$ cat src/rtl/core/qcspq_pkg.sv
// Shared constants and types of the strict priority packet queue.
`timescale 1ns / 1ps
`default_nettype none
package qcspq_pkg;

   localparam int NUM_QUEUES  = 8;
   localparam int QUEUE_DEPTH = 64;
   localparam int HANDLE_BITS = 16;

   localparam int QIDX_W = $clog2(NUM_QUEUES);
   localparam int PTR_W  = $clog2(QUEUE_DEPTH);
   localparam int CNT_W  = $clog2(QUEUE_DEPTH + 1);
   localparam int ADDR_W = $clog2(NUM_QUEUES * QUEUE_DEPTH);

   localparam logic [15:0] TYPE_LABELLED = 16'h0601;
   localparam logic [15:0] TYPE_DISCARD  = 16'h0600;
   localparam logic [7:0]  LABEL_CLASSES = 8'd8;

   localparam logic KIND_PUSH = 1'b0;
   localparam logic KIND_PULL = 1'b1;
   localparam logic PORT_QUERY = 1'b0;

   typedef struct packed {
      logic              found;
      logic [QIDX_W-1:0] idx;
   } pick_type;

endpackage
`default_nettype wire

$ cat src/rtl/core/qcspq_pick.sv
// Strict priority selection: lowest-numbered queue that holds a word.
`timescale 1ns / 1ps
`default_nettype none
module qcspq_pick (
   input  wire logic [qcspq_pkg::NUM_QUEUES-1:0] nonempty,
   output qcspq_pkg::pick_type                   pick
);

   always_comb begin
      pick.found = 1'b0;
      pick.idx   = '0;
      for (int i = qcspq_pkg::NUM_QUEUES - 1; i >= 0; i--) begin
         if (nonempty[i]) begin
            pick.found = 1'b1;
            pick.idx   = qcspq_pkg::QIDX_W'(i);
         end
      end
   end

endmodule
`default_nettype wire

$ cat config.mk
export PLATFORM = sky130hd
export DESIGN_NAME = qcspq_pick
export DESIGN_NICKNAME = d
export VERILOG_FILES = /design/src/rtl/core/qcspq_pkg.sv /design/src/rtl/core/qcspq_pick.sv
export SDC_FILE = /design/constraint.sdc
export NUM_CORES = 1
export LEC_CHECK = 0
export ABC_CLOCK_PERIOD_IN_PS = 800
export BUFFER_PORTS_ARGS = -buffer_cell sky130_fd_sc_hd__buf_4
export CAP_MARGIN = 20
export CORE_AREA = 2 2 39 41
export DETAILED_ROUTE_END_ITERATION = 10
export DIE_AREA = 0 0 41 43
export PLACE_DENSITY = 0.34
export SLEW_MARGIN = 20
export SYNTH_ARGS = -nofsm -noshare
export SYNTH_HDL_FRONTEND = slang
export SYNTH_SLANG_ARGS = --single-unit
$ cat constraint.sdc
create_clock -name vclk -period 0.8
set_input_delay 0.04 -clock vclk [all_inputs]
set_output_delay 0.04 -clock vclk [all_outputs]
set_load 0.03 [all_outputs]
==> metrics <==
Total Power 119.3 uW; Crit. End Element output port; P_leak 0.1068 nW; Min Hold Slack slightly below 0.4 ns; # setup viols final 0; fin nets 37; IO Count 12; CP Class in2out; Core Region about 0.0014 mm^2; RSZ-0062 raised after global routing true; Worst setup startpoint nonempty[6]; max incr delay on CP 0.26 ns; worst hold path class in2out; FF+latch area 0 um^2; DR DRC count 0; Synth-to-Final Area Change 189.4%; Hold Buf Count CTS 0; GPL Wtd Cong 0.5823; grt total ovfl 0; post-route ant nets 0; startpoint type of the worst setup path input pin; Ant. Diodes 0; Wirelength per Cell approximately 8 um; die footprint 0.001763 mm^2; Syn Std Cell Area 82.58 um^2; Worst Max-Slew Pin Slew roughly 0.23 ns; first-pass GRT wire length approximately 450 um; sequential area share after synthesis 0%; share of post-route cells with drive strength above 1 55.56%; final core area utilization 17.27%; Tmin final approximately 0.8 ns; number of stages on the worst setup path 4; outcome completed; setup ws final 0.004105 ns; DP HPWL 315.9 um; relative slew slack 84.49%; PwrDens roughly 500 mW/mm^2; antenna violations before repair 0; routed wire length 338 um; # rows 14; Tot GR Track Use 3.297%; crit-path cells buf_8, nor4_4, and3b_1, buf_6; Port Buffers 12; Required @ worst endpoint 0.76 ns; Slew Viols, Final 0; post-synth cell types 10; vias in the first global route between 100 and 150; highest clock rate 1.256 GHz; period utilisation layout 99.49%; syn nets 22; worst path buffer plus inverter count 2; # fillers 160; Data arrival, critical path 0.76 ns; 1st-iter DRT viols 0; maximum vdd drop 0.00005742 V; Place WS -0.07333 ns; largest delay contributor family on the critical path simple AND/OR/NAND/NOR gates; CP Max Fanout 3; Starting Density 5.967%; Max-cap violations 0; crit path to pick[2]; Ys Warns 0; Die Span X 41 um; clkbuf count 0; Die Y 43 um; Syn Area/Cell 5.898 um^2; Vias per Instance 3.349; Post-Syn Instances 14; routed vias between 100 and 150; post-CTS setup buffer count 0; final setup TNS 0 ns; final hold vios 0; Pre-antenna DRT Iters 1; Seq cells 0; Slowest cell on crit path nor4_4; pin count of the biggest net entering global routing 5
how the worst min path moves through the flow:
stage                      startpoint       to  slack, ns  cells past startpoint
after global routing      nonempty[4]  pick[0]       0.40                      3
after detailed placement  nonempty[2]  pick[0]       0.41                      3
after CTS                 nonempty[4]  pick[0]       0.40                      3
final                     nonempty[4]  pick[0]       0.39                      3
after global placement    nonempty[2]  pick[0]       0.40                      3
after floorplan           nonempty[2]  pick[0]       0.21                      1
per-layer routing:
layer | GRT usage, % | part of all wire, % | wire length, um
met1 | 4.430 | 38 | 127
met2 | 5.938 | 54 | 184
met3 | 0 | 7.4 | 25
met5 | 0 | 0 | 0
met4 | 0 | 0 | 0
layout make-up:
class / count / area (um^2) / share of cell area (%)
multi-input combinational: 13 / 95.09 / 39.79
tap: 16 / 20.02 / 8.377
timing repair buffer: 13 / 120.1 / 50.26
inverter: 1 / 3.754 / 1.571
kinds of logic after synthesis:
group | share of synthesized area, %
AOI/OAI and AO/OA | 37.88
buffers and inverters | 4.541
and+or+nand+nor | 57.57
synth_stat cells (all sizes together):
| library cell | n | area, um^2 |
|---|---|---|
| o41ai | 1 | 8.760 |
| a21oi | 2 | 10.01 |
| nor2b | 1 | 6.260 |
| o21ai | 1 | 5.000 |
| nand3 | 1 | 5.000 |
| a21boi | 1 | 7.510 |
| and3b | 1 | 8.760 |
| inv | 1 | 3.750 |
| nor4 | 1 | 12.51 |
| nor2 | 4 | 15.01 |
placed cells by master (no fill, tap or decap), drive strengths merged:
cell	count
and3b	1
a21oi	2
o21ai	1
o41ai	1
inv	1
a21boi	1
nor4	1
buf	13
nor2b	1
nor2	4
nand3	1
repair_timing:
item                       in CTS  in global routing
hold endpoints to repair        0                  0
setup endpoints to repair       1                  1
pin swaps                       1                  1
gates resized for setup         5                  2
gates cloned                    0                  0
power breakdown:
group	leakage, nW	total (mW)	switching [mW]	internal, mW
registers	0	0	0	0
clock network	0	0	0	0
logic	0.107	0.119	0.0552	0.0640
per-stage QoR:
stage	std cells	instance area, um^2
floorplan	14	90.09
global placement	43	207.7
detailed placement	43	207.7
CTS	43	231.5
global route	43	239.0
finish	43	239.0
Note: power is estimated with default switching activity, not from simulation.
